===== src/hdl/gedge_pkg.sv =====
`timescale 1ns / 1ps
// Package for the graph edge table: sizes, operation and register codes,
// stream item layouts and the structs passed between the submodules.
// No dependencies.
package gedge_pkg;

    localparam int MAX_VERTICES = 256;
    localparam int MAX_EDGES    = 1024;

    localparam int VID_W   = 9;                    // vertex id, 0..MAX_VERTICES
    localparam int ECNT_W  = 11;                   // edge id or count, 0..MAX_EDGES
    localparam int EADDR_W = $clog2(MAX_EDGES);    // slot address
    localparam int DEG_W   = 12;
    localparam int KIND_W  = 3;
    localparam int DIR_W   = 2;
    localparam int CFG_W   = 11;
    localparam int CFG_IDX_W = 1;

    localparam logic [KIND_W-1:0] KIND_ADD_VERTEX = 3'd0;
    localparam logic [KIND_W-1:0] KIND_ADD_EDGE   = 3'd1;
    localparam logic [KIND_W-1:0] KIND_FIND       = 3'd2;
    localparam logic [KIND_W-1:0] KIND_NEXT       = 3'd3;
    localparam logic [KIND_W-1:0] KIND_DEGREE     = 3'd4;

    localparam logic [DIR_W-1:0] DIR_ANY = 2'd0;
    localparam logic [DIR_W-1:0] DIR_IN  = 2'd1;
    localparam logic [DIR_W-1:0] DIR_OUT = 2'd2;
    localparam logic [DIR_W-1:0] DIR_ALT = 2'd3;   // behaves as any

    localparam logic [CFG_IDX_W-1:0] CFG_VERTEX_LIMIT = 1'd0;
    localparam logic [CFG_IDX_W-1:0] CFG_EDGE_LIMIT   = 1'd1;

    localparam int IN_DATA_W  = 32;
    localparam int OUT_DATA_W = 64;

    // input tdata, lowest field last
    typedef struct packed {
        logic [DIR_W-1:0]  direction;
        logic              undirected;
        logic [ECNT_W-1:0] edge_id;
        logic [VID_W-1:0]  vert_b;
        logic [VID_W-1:0]  vert_a;
    } in_item_t;

    // output tdata, lowest field last
    typedef struct packed {
        logic [1:0]        pad;
        logic [ECNT_W-1:0] edge_count;
        logic [VID_W-1:0]  vertex_count;
        logic [VID_W-1:0]  target_vertex;
        logic [VID_W-1:0]  source_vertex;
        logic [DEG_W-1:0]  degree;
        logic              found;
        logic [ECNT_W-1:0] result_id;
    } out_item_t;

    typedef struct packed {
        logic [VID_W-1:0] src;
        logic [VID_W-1:0] tgt;
    } slot_t;

    localparam int SLOT_W = $bits(slot_t);

    typedef struct packed {
        logic [VID_W-1:0] va;
        logic [VID_W-1:0] vb;
    } query_t;

    typedef struct packed {
        logic fwd;      // source is va and target is vb
        logic rev;      // source is vb and target is va
        logic at_src;   // source is va
        logic at_tgt;   // target is va
    } cmp_res_t;

endpackage


===== src/hdl/gedge_cmp.sv =====
`timescale 1ns / 1ps
// Shared slot compare unit: matches one stored edge against the query vertices.
// Depends on gedge_pkg.
module gedge_cmp (
    input  gedge_pkg::slot_t    slot,
    input  gedge_pkg::query_t   query,
    output gedge_pkg::cmp_res_t res
);
    import gedge_pkg::*;

    logic src_is_a, src_is_b, tgt_is_a, tgt_is_b;

    assign src_is_a = (slot.src == query.va);
    assign src_is_b = (slot.src == query.vb);
    assign tgt_is_a = (slot.tgt == query.va);
    assign tgt_is_b = (slot.tgt == query.vb);

    assign res.fwd    = src_is_a & tgt_is_b;
    assign res.rev    = src_is_b & tgt_is_a;
    assign res.at_src = src_is_a;
    assign res.at_tgt = tgt_is_a;

endmodule


===== config.mk =====
export PLATFORM = sky130hd
export DESIGN_NAME = gedge_cmp
export DESIGN_NICKNAME = d
export VERILOG_FILES = /design/src/hdl/gedge_pkg.sv /design/src/hdl/gedge_cmp.sv
export SDC_FILE = /design/constraint.sdc
export NUM_CORES = 1
export LEC_CHECK = 0
export ABC_AREA = 1
export BUFFER_PORTS_ARGS = -buffer_cell sky130_fd_sc_hd__buf_2
export CAP_MARGIN = 0
export CORE_MARGIN = 2
export CORE_UTILIZATION = 25
export DETAILED_ROUTE_END_ITERATION = 10
export GPL_TIMING_DRIVEN = 1
export PLACE_DENSITY = 0.54
export SKIP_LAST_GASP = 1
export SYNTH_ARGS = -nofsm -noshare
export SYNTH_HDL_FRONTEND = slang
export SYNTH_SLANG_ARGS = --single-unit

===== constraint.sdc =====
create_clock -name vclk -period 1.6
set_input_delay 0.08 -clock vclk [all_inputs]
set_output_delay 0.08 -clock vclk [all_outputs]
set_load 0.005 [all_outputs]

==> flow_summary.json <==
{
  "grt_pass1_wl_um": 2000,
  "setup_viol": 0,
  "hpwl_um": 1230,
  "internal-power_mw": 0.0907,
  "num_vias": 664,
  "cts_hold_buf": 0,
  "p_leak_nw": 0.472,
  "avgViaCountPerCell": 3.86,
  "fillers": 251,
  "yosysTopAreaCell": "xnor2_1",
  "end_kind": "output port",
  "worst_hold_path.num_cells": 7,
  "grt_use_total": 0.0942,
  "path_class": "in2out",
  "worstHoldEndpoint": "res[3]",
  "layout-drive-gt1-share": 0.276,
  "clkPwrFrac": 0,
  "period_share": 0.569,
  "die_area_um2": 2560,
  "grt_max_degree": 4,
  "num-nets-final": 183,
  "pwr-share-seq": 0,
  "setup_tns_ps": 0,
  "cp.arrival_ps": 830,
  "fin_area_um2": 761,
  "finalWeightedCongestion": 0.789,
  "avgRoutedWirePerCell_um": 7.56,
  "diodes": 0,
  "rsz0062_at_grt": "no",
  "min_from": "query[4]",
  "core_area_um2": 2000,
  "tightestPinTransition_ps": 143,
  "synthTopCellsByArea": "xnor2_1 31%, nand2_1 30%, inv_1 13%",
  "fp.dieW_um": 50.6,
  "synth-seq-area-share": 0,
  "grt-ovfl-total": 0,
  "maxCapViolCount": 0,
  "synthDistinctLibCells": 8,
  "hold_path.class": "in2out",
  "hold_viol": 0,
  "clock_buffers": 0,
  "peakVddDrop_mv": 0.0948,
  "placed_cell_area_um2": 761,
  "syn_avg_cell_area_um2": 5.06,
  "dp_cells": 172,
  "whs_ps": 619,
  "fin_crit_ps": 910,
  "syn_area_um2": 542,
  "drc": 0,
  "drtAntennaViolNets": 0,
  "postSynthCellCount": 107,
  "io_pins": 40,
  "cts_resized": 0,
  "powerDensity_nw_per_um2": 232,
  "crit_path_cell_trace": "buf_2, xnor2_1, nand3_1, nor2_1, nand2_1, nor2_1, buf_2",
  "switching_share": 0.487,
  "pwr-share-comb": 1.000,
  "area_growth_pct": 40.4,
  "netlist.area_leader.share": 0.307,
  "max_slew_margin": 0.904,
  "max_freq_mhz": 1100,
  "max_stage_delay_ps": 160,
  "seq_cell_count": 0,
  "layout.cells.non_filler": 172,
  "port_buffers": 40,
  "slowest_stage": "xnor2_1",
  "path_max_fanout": 3,
  "drv_slew": 0,
  "antenna_found_initial": 0,
  "p_total_mw": 0.177,
  "start_util": 0.271,
  "final_cell_mix": "44 x nand2_1, 40 x buf_2, 19 x xnor2_1, 19 x inv_1, 12 x nor2_1",
  "ys_warn_count": 0,
  "status": "finished clean",
  "fp-row-count": 16,
  "seqCellArea_um2": 0,
  "grt_pass1_vias": 551,
  "synth.net_count": 143,
  "first_pass_iters": 4,
  "final_common_cell": "nand2_1",
  "required_ps": 1520,
  "drt_iter0_markers": 4,
  "die_y_um": 50.6,
  "p_sw_mw": 0.0860,
  "start_kind": "input port",
  "cts_setup_buffers": 0,
  "wl_um": 1300
}
==> area by class of cell <==
cell class                      instances  area [um2]  share of cell area
Multi-Input combinational cell         86         455               0.599
Timing Repair Buffer                   40         200               0.263
Inverter                               19        71.3              0.0937
Tap cell                               27        33.8              0.0444
==> worst max path at each step <==
stage | endpoint | from | depth (start not counted)
final | res[2] | query[10] | 7
after global routing | res[2] | query[10] | 7
after CTS | res[2] | query[10] | 7
after detailed placement | res[2] | query[10] | 7
after global placement | res[2] | query[10] | 7
after floorplan | res[1] | query[9] | 8
==> cells by family after synthesis <==
| logic type | after synthesis | share of synthesized area |
|---|---|---|
| buf+inv | 21 | 0.159 |
| xor+xnor | 25 | 0.404 |
| simple gates | 61 | 0.436 |
==> synthesized netlist by cell type (all sizes together) <==
master / number
inv: 19
nand2: 44
buf: 2
xor2: 6
nand3: 4
nor2: 12
nand4: 1
xnor2: 19
==> routing by layer <==
layer  share of wire  vias to the layer above  GRT usage
li1                -                      383          -
met1            0.47                      258      0.120
met2            0.46                       23      0.184
met3           0.072                        0    0.00298
met4               0                        0          0
met5               0                        -          0
==> through the flow <==
step / utilization / setup WS (ps)
floorplan: - / 961
global placement: 0.380 / 678
detailed placement: 0.380 / 679
CTS: 0.380 / 674
global route: 0.380 / 577
finish: 0.380 / 690
==> critical path, delay by kind of cell <==
family / cells / cell delay (ps)
simple gates: 4 / 350
buf+inv: 2 / 240
xor+xnor: 1 / 160
==> power groups by stage <==
| stage | clock (mW) | combinational (mW) | sequential, mW |
|---|---|---|---|
| 6_report | 0 | 0.177 | 0 |
| 5_1_grt | 0 | 0.202 | 0 |
| 4_1_cts | 0 | 0.181 | 0 |
| 3_5_place_dp | 0 | 0.180 | 0 |
| 3_3_place_gp | 0 | 0.179 | 0 |
| 2_1_floorplan | 0 | 0.0973 | 0 |
No activity file was read; power rests on OpenSTA's default activity.
