==> src/hdl/gedge_pkg.sv <==
`timescale 1ns / 1ps
// Package for the graph edge table: sizes, operation and register codes,
// stream item layouts and the structs passed between the submodules.
// No dependencies.
package gedge_pkg;

    localparam int MAX_VERTICES = 256;
    localparam int MAX_EDGES    = 1024;

    localparam int VID_W   = 9;                    // vertex id, 0..MAX_VERTICES
    localparam int ECNT_W  = 11;                   // edge id or count, 0..MAX_EDGES
    localparam int EADDR_W = $clog2(MAX_EDGES);    // slot address
    localparam int DEG_W   = 12;
    localparam int KIND_W  = 3;
    localparam int DIR_W   = 2;
    localparam int CFG_W   = 11;
    localparam int CFG_IDX_W = 1;

    localparam logic [KIND_W-1:0] KIND_ADD_VERTEX = 3'd0;
    localparam logic [KIND_W-1:0] KIND_ADD_EDGE   = 3'd1;
    localparam logic [KIND_W-1:0] KIND_FIND       = 3'd2;
    localparam logic [KIND_W-1:0] KIND_NEXT       = 3'd3;
    localparam logic [KIND_W-1:0] KIND_DEGREE     = 3'd4;

    localparam logic [DIR_W-1:0] DIR_ANY = 2'd0;
    localparam logic [DIR_W-1:0] DIR_IN  = 2'd1;
    localparam logic [DIR_W-1:0] DIR_OUT = 2'd2;
    localparam logic [DIR_W-1:0] DIR_ALT = 2'd3;   // behaves as any

    localparam logic [CFG_IDX_W-1:0] CFG_VERTEX_LIMIT = 1'd0;
    localparam logic [CFG_IDX_W-1:0] CFG_EDGE_LIMIT   = 1'd1;

    localparam int IN_DATA_W  = 32;
    localparam int OUT_DATA_W = 64;

    // input tdata, lowest field last
    typedef struct packed {
        logic [DIR_W-1:0]  direction;
        logic              undirected;
        logic [ECNT_W-1:0] edge_id;
        logic [VID_W-1:0]  vert_b;
        logic [VID_W-1:0]  vert_a;
    } in_item_t;

    // output tdata, lowest field last
    typedef struct packed {
        logic [1:0]        pad;
        logic [ECNT_W-1:0] edge_count;
        logic [VID_W-1:0]  vertex_count;
        logic [VID_W-1:0]  target_vertex;
        logic [VID_W-1:0]  source_vertex;
        logic [DEG_W-1:0]  degree;
        logic              found;
        logic [ECNT_W-1:0] result_id;
    } out_item_t;

    typedef struct packed {
        logic [VID_W-1:0] src;
        logic [VID_W-1:0] tgt;
    } slot_t;

    localparam int SLOT_W = $bits(slot_t);

    typedef struct packed {
        logic [VID_W-1:0] va;
        logic [VID_W-1:0] vb;
    } query_t;

    typedef struct packed {
        logic fwd;      // source is va and target is vb
        logic rev;      // source is vb and target is va
        logic at_src;   // source is va
        logic at_tgt;   // target is va
    } cmp_res_t;

endpackage

==> src/hdl/gedge_ctrl.sv <==
`timescale 1ns / 1ps
// Sequencer of the graph edge table: takes an operation, walks the edge slots
// through the RAM and the compare unit, and holds the result register.
// Depends on gedge_pkg.
module gedge_ctrl (
    input  logic                              aclk,
    input  logic                              aresetn,
    input  logic                              s_tvalid,
    output logic                              s_tready,
    input  logic [gedge_pkg::IN_DATA_W-1:0]   s_tdata,
    input  logic [gedge_pkg::KIND_W-1:0]      s_tuser,
    output logic                              m_tvalid,
    input  logic                              m_tready,
    output logic [gedge_pkg::OUT_DATA_W-1:0]  m_tdata,
    input  logic [gedge_pkg::VID_W-1:0]       vert_lim,
    input  logic [gedge_pkg::ECNT_W-1:0]      edge_lim,
    output logic                              ram_we,
    output logic [gedge_pkg::EADDR_W-1:0]     ram_waddr,
    output gedge_pkg::slot_t                  ram_wdata,
    output logic [gedge_pkg::EADDR_W-1:0]     ram_raddr,
    input  gedge_pkg::slot_t                  ram_rdata,
    output gedge_pkg::query_t                 cmp_query,
    input  gedge_pkg::cmp_res_t               cmp_res
);
    import gedge_pkg::*;

    typedef enum logic [1:0] {
        ST_IDLE,
        ST_CHECK,
        ST_SCAN,
        ST_FIN
    } state_t;

    state_t              state_reg;
    logic                m_tvalid_reg;
    out_item_t           m_tdata_reg;
    logic [VID_W-1:0]    vused_reg;
    logic [ECNT_W-1:0]   eused_reg;
    logic [KIND_W-1:0]   kind_reg;
    logic [VID_W-1:0]    va_reg;
    logic [VID_W-1:0]    vb_reg;
    logic                und_reg;
    logic [DIR_W-1:0]    dir_reg;
    logic [ECNT_W-1:0]   issue_reg;
    logic [ECNT_W-1:0]   end_reg;
    logic                pend_reg;
    logic [EADDR_W-1:0]  pend_idx_reg;
    logic [ECNT_W-1:0]   rid_reg;
    logic                fnd_reg;
    logic [DEG_W-1:0]    deg_reg;
    logic [VID_W-1:0]    src_reg;
    logic [VID_W-1:0]    tgt_reg;

    in_item_t            in_item;
    logic                accept;
    logic                add_ok;
    logic                deg_ok;
    logic [ECNT_W-1:0]   scan_end;
    logic [ECNT_W-1:0]   eid_m1;
    logic                hit;

    assign in_item  = in_item_t'(s_tdata);
    assign s_tready = (state_reg == ST_IDLE);
    assign accept   = s_tvalid & s_tready;
    assign m_tvalid = m_tvalid_reg;
    assign m_tdata  = m_tdata_reg;

    assign add_ok   = (in_item.vert_a != '0) && (in_item.vert_b != '0) && (eused_reg < edge_lim);
    assign deg_ok   = (in_item.vert_a != '0) && (in_item.vert_a <= vused_reg)
                      && (in_item.vert_a <= vert_lim);
    // only the first edges_used slots are occupied, so stop there, or at the edge limit if lower
    assign scan_end = (edge_lim < eused_reg) ? edge_lim : eused_reg;
    assign eid_m1   = in_item.edge_id - ECNT_W'(1);

    assign ram_we        = accept && (s_tuser == KIND_ADD_EDGE) && add_ok;
    assign ram_waddr     = eused_reg[EADDR_W-1:0];
    assign ram_wdata.src = in_item.vert_a;
    assign ram_wdata.tgt = in_item.vert_b;
    assign ram_raddr     = (state_reg == ST_IDLE) ? eid_m1[EADDR_W-1:0]
                                                  : issue_reg[EADDR_W-1:0];

    assign cmp_query.va = va_reg;
    assign cmp_query.vb = vb_reg;

    always_comb begin
        if (kind_reg == KIND_FIND) begin
            hit = cmp_res.fwd | (und_reg & cmp_res.rev);
        end else begin
            unique case (dir_reg)
                DIR_IN:  hit = cmp_res.at_tgt;
                DIR_OUT: hit = cmp_res.at_src;
                default: hit = cmp_res.at_src | cmp_res.at_tgt;
            endcase
        end
    end

    always_ff @(posedge aclk) begin
        if (!aresetn) begin
            state_reg    <= ST_IDLE;
            m_tvalid_reg <= 1'b0;
            vused_reg    <= '0;
            eused_reg    <= '0;
            pend_reg     <= 1'b0;
            issue_reg    <= '0;
            rid_reg      <= '0;
            fnd_reg      <= 1'b0;
            deg_reg      <= '0;
            src_reg      <= '0;
            tgt_reg      <= '0;
        end else begin
            if (m_tvalid_reg && m_tready && state_reg != ST_FIN) begin
                m_tvalid_reg <= 1'b0;
            end
            unique case (state_reg)
                ST_IDLE: begin
                    if (s_tvalid) begin
                        kind_reg  <= s_tuser;
                        va_reg    <= in_item.vert_a;
                        vb_reg    <= in_item.vert_b;
                        und_reg   <= in_item.undirected;
                        dir_reg   <= (in_item.direction == DIR_ALT) ? DIR_ANY
                                                                    : in_item.direction;
                        pend_reg  <= 1'b0;
                        end_reg   <= scan_end;
                        unique case (s_tuser)
                            KIND_ADD_VERTEX: begin
                                if (vused_reg < vert_lim) begin
                                    vused_reg <= vused_reg + VID_W'(1);
                                    rid_reg   <= ECNT_W'(vused_reg) + ECNT_W'(1);
                                    fnd_reg   <= 1'b1;
                                end
                                state_reg <= ST_FIN;
                            end
                            KIND_ADD_EDGE: begin
                                if (add_ok) begin
                                    eused_reg <= eused_reg + ECNT_W'(1);
                                    rid_reg   <= eused_reg + ECNT_W'(1);
                                    fnd_reg   <= 1'b1;
                                    src_reg   <= in_item.vert_a;
                                    tgt_reg   <= in_item.vert_b;
                                end
                                state_reg <= ST_FIN;
                            end
                            KIND_FIND: begin
                                state_reg <= ST_SCAN;
                            end
                            KIND_NEXT: begin
                                if (in_item.edge_id == '0) begin
                                    state_reg <= ST_SCAN;
                                end else if (in_item.edge_id <= edge_lim
                                             && in_item.edge_id <= eused_reg) begin
                                    // start edge is being read; check it touches va
                                    issue_reg <= in_item.edge_id;
                                    state_reg <= ST_CHECK;
                                end else begin
                                    state_reg <= ST_FIN;
                                end
                            end
                            KIND_DEGREE: begin
                                if (deg_ok) begin
                                    fnd_reg   <= 1'b1;
                                    state_reg <= ST_SCAN;
                                end else begin
                                    state_reg <= ST_FIN;
                                end
                            end
                            default: state_reg <= ST_FIN;
                        endcase
                    end
                end
                ST_CHECK: begin
                    state_reg <= (cmp_res.at_src | cmp_res.at_tgt) ? ST_SCAN : ST_FIN;
                end
                ST_SCAN: begin
                    if (pend_reg && hit && kind_reg != KIND_DEGREE) begin
                        rid_reg   <= ECNT_W'(pend_idx_reg) + ECNT_W'(1);
                        fnd_reg   <= 1'b1;
                        src_reg   <= ram_rdata.src;
                        tgt_reg   <= ram_rdata.tgt;
                        state_reg <= ST_FIN;
                    end else begin
                        if (pend_reg && kind_reg == KIND_DEGREE) begin
                            deg_reg <= deg_reg + DEG_W'(cmp_res.at_src)
                                               + DEG_W'(cmp_res.at_tgt);
                        end
                        if (issue_reg < end_reg) begin
                            pend_reg     <= 1'b1;
                            pend_idx_reg <= issue_reg[EADDR_W-1:0];
                            issue_reg    <= issue_reg + ECNT_W'(1);
                        end else begin
                            // drain the last read, then finish
                            pend_reg <= 1'b0;
                            if (!pend_reg) begin
                                state_reg <= ST_FIN;
                            end
                        end
                    end
                end
                ST_FIN: begin
                    if (!m_tvalid_reg || m_tready) begin
                        m_tdata_reg.pad           <= '0;
                        m_tdata_reg.edge_count    <= eused_reg;
                        m_tdata_reg.vertex_count  <= vused_reg;
                        m_tdata_reg.target_vertex <= tgt_reg;
                        m_tdata_reg.source_vertex <= src_reg;
                        m_tdata_reg.degree        <= deg_reg;
                        m_tdata_reg.found         <= fnd_reg;
                        m_tdata_reg.result_id     <= rid_reg;
                        m_tvalid_reg              <= 1'b1;
                        // clear the working result for the next operation
                        rid_reg                   <= '0;
                        fnd_reg                   <= 1'b0;
                        deg_reg                   <= '0;
                        src_reg                   <= '0;
                        tgt_reg                   <= '0;
                        issue_reg                 <= '0;
                        state_reg                 <= ST_IDLE;
                    end
                end
                default: state_reg <= ST_IDLE;
            endcase
        end
    end

endmodule

==> config.mk <==
export PLATFORM = sky130hd
export DESIGN_NAME = gedge_ctrl
export DESIGN_NICKNAME = d
export VERILOG_FILES = /design/src/hdl/gedge_pkg.sv /design/src/hdl/gedge_ctrl.sv
export SDC_FILE = /design/constraint.sdc
export NUM_CORES = 1
export LEC_CHECK = 0
export BUFFER_PORTS_ARGS = -buffer_cell sky130_fd_sc_hd__buf_2
export CAP_MARGIN = 20
export CORE_ASPECT_RATIO = 2
export CORE_MARGIN = 10
export CORE_UTILIZATION = 47
export DETAILED_ROUTE_END_ITERATION = 10
export HOLD_SLACK_MARGIN = 0.02
export MAX_ROUTING_LAYER = met4
export PLACE_DENSITY = 0.7
export SETUP_SLACK_MARGIN = 0.1
export SLEW_MARGIN = 0
export SYNTH_ARGS = -nofsm -noshare
export SYNTH_HDL_FRONTEND = slang
export SYNTH_SLANG_ARGS = --single-unit
==> constraint.sdc <==
create_clock -name aclk -period 7.3 [get_ports aclk]
set_input_delay 0.73 -clock aclk [delete_from_list [all_inputs] [get_ports aclk]]
set_output_delay 0.73 -clock aclk [all_outputs]
set_load 0.01 [all_outputs]
==> results of run 1 <==
[report_power, final]
part           total, mW  switching [mW]  internal [mW]
registers           1.39           0.116           1.27
logic               1.07           0.675          0.394
clock network      0.943           0.451          0.492
[per-stage QoR]
| step | total power [mW] | utilization, % |
|---|---|---|
| after CTS | 3.407 | 55.54 |
| after floorplan | 2.122 | - |
| after global placement | 2.442 | 52.68 |
| after detailed placement | 2.470 | 52.68 |
| after global routing | 3.572 | 55.70 |
| final | 3.400 | 55.70 |
[cell type report]
type | instances | share of cell area [%]
flip-flops and latches | 184 | 40.61
inverters | 67 | 2.148
well taps | 269 | 2.875
clock buffers | 17 | 3.633
multi-input cells | 674 | 39.97
diodes | 1 | 0.02137
clock inverters | 15 | 1.496
repair buffers | 210 | 9.254
[per-layer routing]
layer | vias up | GRT usage, % | part of all wire [%]
li1 | 3904 | - | -
met1 | 4005 | 20.17 | 35
met5 | - | - | 0
met4 | 0 | 11.33 | 4.3
met2 | 320 | 39.63 | 55
met3 | 74 | 3.787 | 5.3
[critical path, delay by kind of cell (launching register included)]
family	cells	cell delay (ns)
AOI/OAI and AO/OA	3	0.75
DFF	1	0.56
adders and majority gates	1	0.34
buffers and inverters	3	0.59
and+or+nand+nor	1	0.14
[cell usage in the layout, fill, tap and decap left out, types with 10 or more instances in the layout]
master and n:
nand4_1 21, xnor2_1 49, a22oi_1 21, nand2b_1 10, a211oi_1 24, buf_2 202, and3_1 10, a21oi_1 55
dfxtp_1 77, ha_1 81, nor3_1 19, edfxtp_1 107, nand3_1 38, nor2_1 80, nand2_1 89, mux2i_1 14
o21ai_0 39, inv_1 66, clkbuf_16 17
[how the worst max path moves through the flow]
stage | cells after the start | endpoint | slack [ns] | startpoint
after CTS | 8 | ram_we | 3.74 | eused_reg[5]$_SDFFE_PN0P_
after global placement | 10 | issue_reg[7]$_SDFFE_PN0P_ | 3.56 | s_tdata[18]
final | 8 | ram_we | 3.73 | eused_reg[5]$_SDFFE_PN0P_
after detailed placement | 10 | issue_reg[3]$_SDFFE_PN0P_ | 3.59 | s_tdata[18]
after global routing | 8 | ram_we | 3.52 | eused_reg[5]$_SDFFE_PN0P_
after floorplan | 5 | dir_reg[0]$_SDFFCE_PN0P_ | 3.90 | aresetn
[logic make-up (layout without fill, tap and decap cells)]
family / count (synthesis) / after routing
AND/OR/NAND/NOR: 316 / 316
AO/OA/AOI/OAI: 203 / 203
flip-flops: 184 / 184
buffers and inverters: 136 / 309
adder cells (fa/ha/maj): 83 / 83
XOR/XNOR: 56 / 56
multiplexers: 14 / 14
other: 1 / 3
==> reports/metrics.cfg, run 1 <==
[run_status]
status = completed

[setup_path]
worstReg2RegStart = state_reg[0]$_SDFFE_PN0P_
path_class = reg2out
start_kind = flop
critPathMaxStageDelay_ns = 0.56
worstRegToRegCells = 10
worst-path-max-fanout = 11
worstReg2RegEnd = src_reg[2]$_SDFFE_PN0P_
crit_arrival_ns = 2.84
endpoint_kind = output port
cp.required_ns = 6.57
path_cells = inv_1, ha_1, nand4_1, a21oi_1, o21bai_1, a2111oi_2, buf_4, buf_2
cp_slowest_cell = dfxtp_1
regToRegSetupSlack_ns = 3.99

[logic_synthesis]
synthArstFlopShare_pct = 0
synthMuxAreaShare_pct = 1.394
ys_types = 68
synth_xor_xnor_area_share_pct = 4.878
synth_seq_cells = 184
yosys.area.top_type = edfxtp_1
synth_edf_count = 107
netlist_area_um2 = 10050
synth_warnings = 0
synth_compound_area_share_pct = 14.22
synth_area_per_cell_um2 = 10.13
synth.most_common_cell = edfxtp_1
synthTopCellsByCount = edfxtp_1 (107), nand2_1 (89), ha_1 (82), nor2_1 (82), dfxtp_1 (77)
syn-instance-count = 993
synthTopCellsByArea = edfxtp_1 (32%), dfxtp_1 (15%), ha_1 (10%), xnor2_1 (4.3%), nand2_1 (3.3%)
seq_area_frac_synth_pct = 47.29
ys.flop_type = edfxtp_1
synth-adder-area-share_pct = 10.40
synth_top_area_share_pct = 31.96
synthSimpleGateAreaFrac_pct = 15.36
synth_top_family_by_area = simple AND/OR/NAND/NOR gates

[die]
die_area_um2 = 28000
fp.coreArea_um2 = 21020
ios = 204
dieHeight_um = 226.8
die_width_um = 123.4
start_util_pct = 47.83
placementRows = 75

[sta]
rsz0062_at_grt = no
setup_violations = 0
report.final.slew_viol_count = 0
tightest_slew_ns = 0.9682
final.setup_skew_ns = 0.008442
finalCritPeriodShare_pct = 48.95
setup_slack_ns = 3.727
fmax_mhz = 279.9
tns_ns = 0
finalCriticalPeriod_ns = 3.573
holdWs_ns = 0.4347
relSlewSlack_pct = 34.95
hold_viol = 0

[final_layout]
largest_reg_flops = 62
multiInputGateArea_um2 = 4679
fillers = 1923
final_nets = 1318
drive_gt1_share_pct = 23.31
final_cells = 1437
final_area_um2 = 11710
syn_to_final_growth_pct = 16.45
final-seq-area_um2 = 4755

[cts]
cts.sinks = 184
cts-htree-levels = 4
cts_tree = yes
clkTransAtPathRegs_ns = 0.08
root_buffer = clkbuf_16
post_cts_buffers = 0
cts_hold_buffers = 0
clockBufferDepth = 2
cts_made_buffers = 17
clk_latency_ns = 0.45
cts_resized = 0

[pwr]
peakVddDrop_mv = 0.1908
leakagePower_nw = 4.760
power.density_cell_area_nw_per_um2 = 290.4

[place]
dp.cells = 1401
io_buffer_count = 201
place_ws_ns = 3.586
dp_hpwl_um = 23190
dpl_cell_area_um2 = 11070
place_congestion = 0.9841

[routing]
drt_iter0_drc = 400
ant_nets = 0
routed_via_density = 5.778
vias = 8303
drtPass1Iterations = 5
routed_wl_um = 29660
wl_per_cell_um = 20.64
drcViolationCount = 0

[global_route]
grt_max_degree = 63
grt_pass1_vias = 8275
grt_pass1_wl_um = 44630
antenna_found_initial = 1
grt_overflow = 0
grt_util_all_layers_pct = 21.41

[job]
drv_cap = 0

[hold_path]
hold_end = m_tdata[37]$_DFFE_PP_
hold_class = reg2reg
hp-start = tgt_reg[4]$_SDFFE_PN0P_
whs_path_depth = 0

Note: power is estimated with default switching activity, not from simulation.
==> run 2: changes to the inputs <==
Clock period 7.3 ns to 3.3 ns, I/O delays scaled along.
==> run 2 against run 1 <==
Net effect: via count down 0.92%; sequential share of layout area down 0.64 points; routed wire length down 1.3%; worst hold slack worse by 0.37 ns; critical path type unchanged; highest routed layer unchanged.
==> reports/metrics.cfg, run 2 (synthesized netlist as in run 1, its figures left out) <==
[setup_path]
worst_path_dominant_cell_family = compound AO/OA/AOI/OAI gates  ; unchanged
crit_arrival_ns = 2.65  ; was 2.84 ns
worst-path-max-fanout = 10  ; was 11
cp.required_ns = 2.97  ; was 6.57 ns
start_kind = flop  ; unchanged
worstReg2RegEnd = issue_reg[0]$_SDFFE_PN0P_  ; was src_reg[2]$_SDFFE_PN0P_
regToRegSetupSlack_ns = 0.37  ; was 3.99 ns
endpoint_kind = output port  ; unchanged
worstReg2RegStart = eused_reg[10]$_SDFFE_PN0P_  ; was state_reg[0]$_SDFFE_PN0P_
path_class = reg2out  ; unchanged
worstRegToRegCells = 10  ; unchanged
path_cells = inv_1, ha_1, nand4_1, o311ai_0, a2111oi_2, buf_4, buf_2  ; was inv_1, ha_1, nand4_1, a21oi_1, o21bai_1, a2111oi_2, buf_4, buf_2
critPathBufInv = 3  ; unchanged
critPathMaxStageDelay_ns = 0.72  ; was 0.56 ns
cp_slowest_cell = o311ai_0  ; was dfxtp_1

[run_status]
status = completed  ; unchanged

[cts]
cts.sinks = 184  ; unchanged
clk_latency_ns = 0.44  ; was 0.45 ns
cts_tree = yes  ; unchanged
clkTransAtPathRegs_ns = 0.07  ; was 0.08 ns
cts-htree-levels = 4  ; unchanged
root_buffer = clkbuf_16  ; unchanged
clockBufferDepth = 2  ; unchanged
cts_hold_buffers = 0  ; unchanged
cts_made_buffers = 17  ; unchanged
post_cts_buffers = 0  ; unchanged
cts_resized = 0  ; unchanged

[global_route]
grt_overflow = 0  ; unchanged
antenna_found_initial = 0  ; was 1
grt_max_degree = 54  ; was 63
grt_pass1_wl_um = 44800  ; was 44630 um
grt_util_all_layers_pct = 21.49  ; was 21.41%
grt_pass1_vias = 8409  ; was 8275

[routing]
drt-met1-wl_um = 10390  ; was 10370 um
routed_wl_um = 29270  ; was 29660 um
drcViolationCount = 0  ; unchanged
top_layer = met4  ; unchanged
met3_length_um = 1647  ; was 1581 um
met2_length_um = 15670  ; was 16430 um
vias = 8227  ; was 8303
drt_iter0_drc = 566  ; was 400
wl_per_cell_um = 20.09  ; was 20.64 um
routed_via_density = 5.647  ; was 5.778
drtPass1Iterations = 5  ; unchanged
ant_nets = 0  ; unchanged

[hold_path]
hp-start = s_tdata[29]  ; was tgt_reg[4]$_SDFFE_PN0P_
whs_path_depth = 1  ; was 0
hold_class = in2reg  ; was reg2reg
hold_end = und_reg$_DFFE_PP_  ; was m_tdata[37]$_DFFE_PP_

[final_layout]
largest_reg_flops = 62  ; unchanged
final_common_cell = buf_2  ; unchanged
multiInputGateArea_um2 = 4679  ; unchanged
diodes = 0  ; was 1
final-seq-area_um2 = 4755  ; unchanged
layout_common_cells = buf_2 (201), edfxtp_1 (107), nand2_1 (89)  ; was buf_2 (202), edfxtp_1 (107), nand2_1 (89)
syn_to_final_growth_pct = 18.32  ; was 16.45%
fillers = 1933  ; was 1923
final_nets = 1339  ; was 1318
drive_gt1_share_pct = 24.49  ; was 23.31%

[die]
die_width_um = 123.4  ; unchanged
placementRows = 75  ; unchanged
fp.coreArea_um2 = 21020  ; unchanged
dieHeight_um = 226.8  ; unchanged
die_area_um2 = 28000  ; unchanged
start_util_pct = 47.83  ; unchanged
ios = 204  ; unchanged

[place]
place_congestion = 0.9894  ; was 0.9841
dp_hpwl_um = 23220  ; was 23190 um
io_buffer_count = 201  ; unchanged

[pwr]
peakVddDrop_mv = 0.3718  ; was 0.1908 mV
p_total_mw = 7.698  ; was 3.400 mW
power.density_cell_area_nw_per_um2 = 647.1  ; was 290.4 nW/um2
leakagePower_nw = 4.882  ; was 4.760 nW

[sta]
hold_viol = 0  ; unchanged
finalCritPeriodShare_pct = 90.40
relSlewSlack_pct = 48.14  ; was 34.95%
finalCriticalPeriod_ns = 2.983
fmax_mhz = 335.2
report.final.slew_viol_count = 0  ; unchanged
setup_violations = 0  ; unchanged
final.setup_skew_ns = 0.01157  ; was 0.008442 ns
tightest_slew_ns = 0.7681  ; was 0.9682 ns
tns_ns = 0  ; unchanged
rsz0062_at_grt = no  ; unchanged

[job]
drv_cap = 0  ; unchanged

[run 2: through the flow]
| step | util (%) | cells | hold WS (ns) | instance area [um2] | setup slack (ns) |
|---|---|---|---|---|---|
| global placement | 53.60 | 1425 | 0.4121 | 11270 | 0.4167 |
| floorplan | - | 994 | 0.4081 | 10060 | 0.2997 |
| CTS | 56.60 | 1457 | 0.04541 | 11900 | 0.3202 |
| global route | 56.60 | 1457 | 0.05485 | 11900 | 0.1829 |
| finish | 56.60 | 1457 | 0.06369 | 11900 | 0.3167 |
| detailed placement | 53.60 | 1425 | 0.4158 | 11270 | 0.3722 |
[run 2: worst max-delay path by stage]
| stage | startpoint | to | slack, ns | depth (start not counted) |
|---|---|---|---|---|
| after floorplan | aresetn | dir_reg[0]$_SDFFCE_PN0P_ | 0.30 | 5 |
| after global placement | s_tdata[18] | issue_reg[10]$_SDFFE_PN0P_ | 0.42 | 11 |
| after detailed placement | s_tdata[18] | issue_reg[10]$_SDFFE_PN0P_ | 0.37 | 11 |
| after CTS | eused_reg[6]$_SDFFE_PN0P_ | ram_we | 0.32 | 7 |
| after global routing | eused_reg[6]$_SDFFE_PN0P_ | ram_we | 0.18 | 8 |
| final | eused_reg[6]$_SDFFE_PN0P_ | ram_we | 0.32 | 7 |
[run 2: layout make-up]
class	count	area share (%)
Inverter	67	2.114
Clock inverter	11	1.336
Timing Repair Buffer	231	10.45
Tap cell	269	2.829
Sequential cell	184	39.97
Multi-Input combinational cell	674	39.34
Clock buffer	21	3.965
[run 2: per-layer routing]
layer  GRT usage (%)  vias to the layer above
met5               -                        -
met4           12.80                        0
met3           4.061                      100
met2           38.18                      290
met1           20.91                     3902
li1                -                     3935
[run 2: report_power, final]
part / internal (mW) / switching, mW / total [mW]
combinational: 0.939 / 1.57 / 2.51
sequential: 2.81 / 0.203 / 3.02
clock: 1.27 / 0.898 / 2.17
total: 5.03 / 2.67 / 7.70
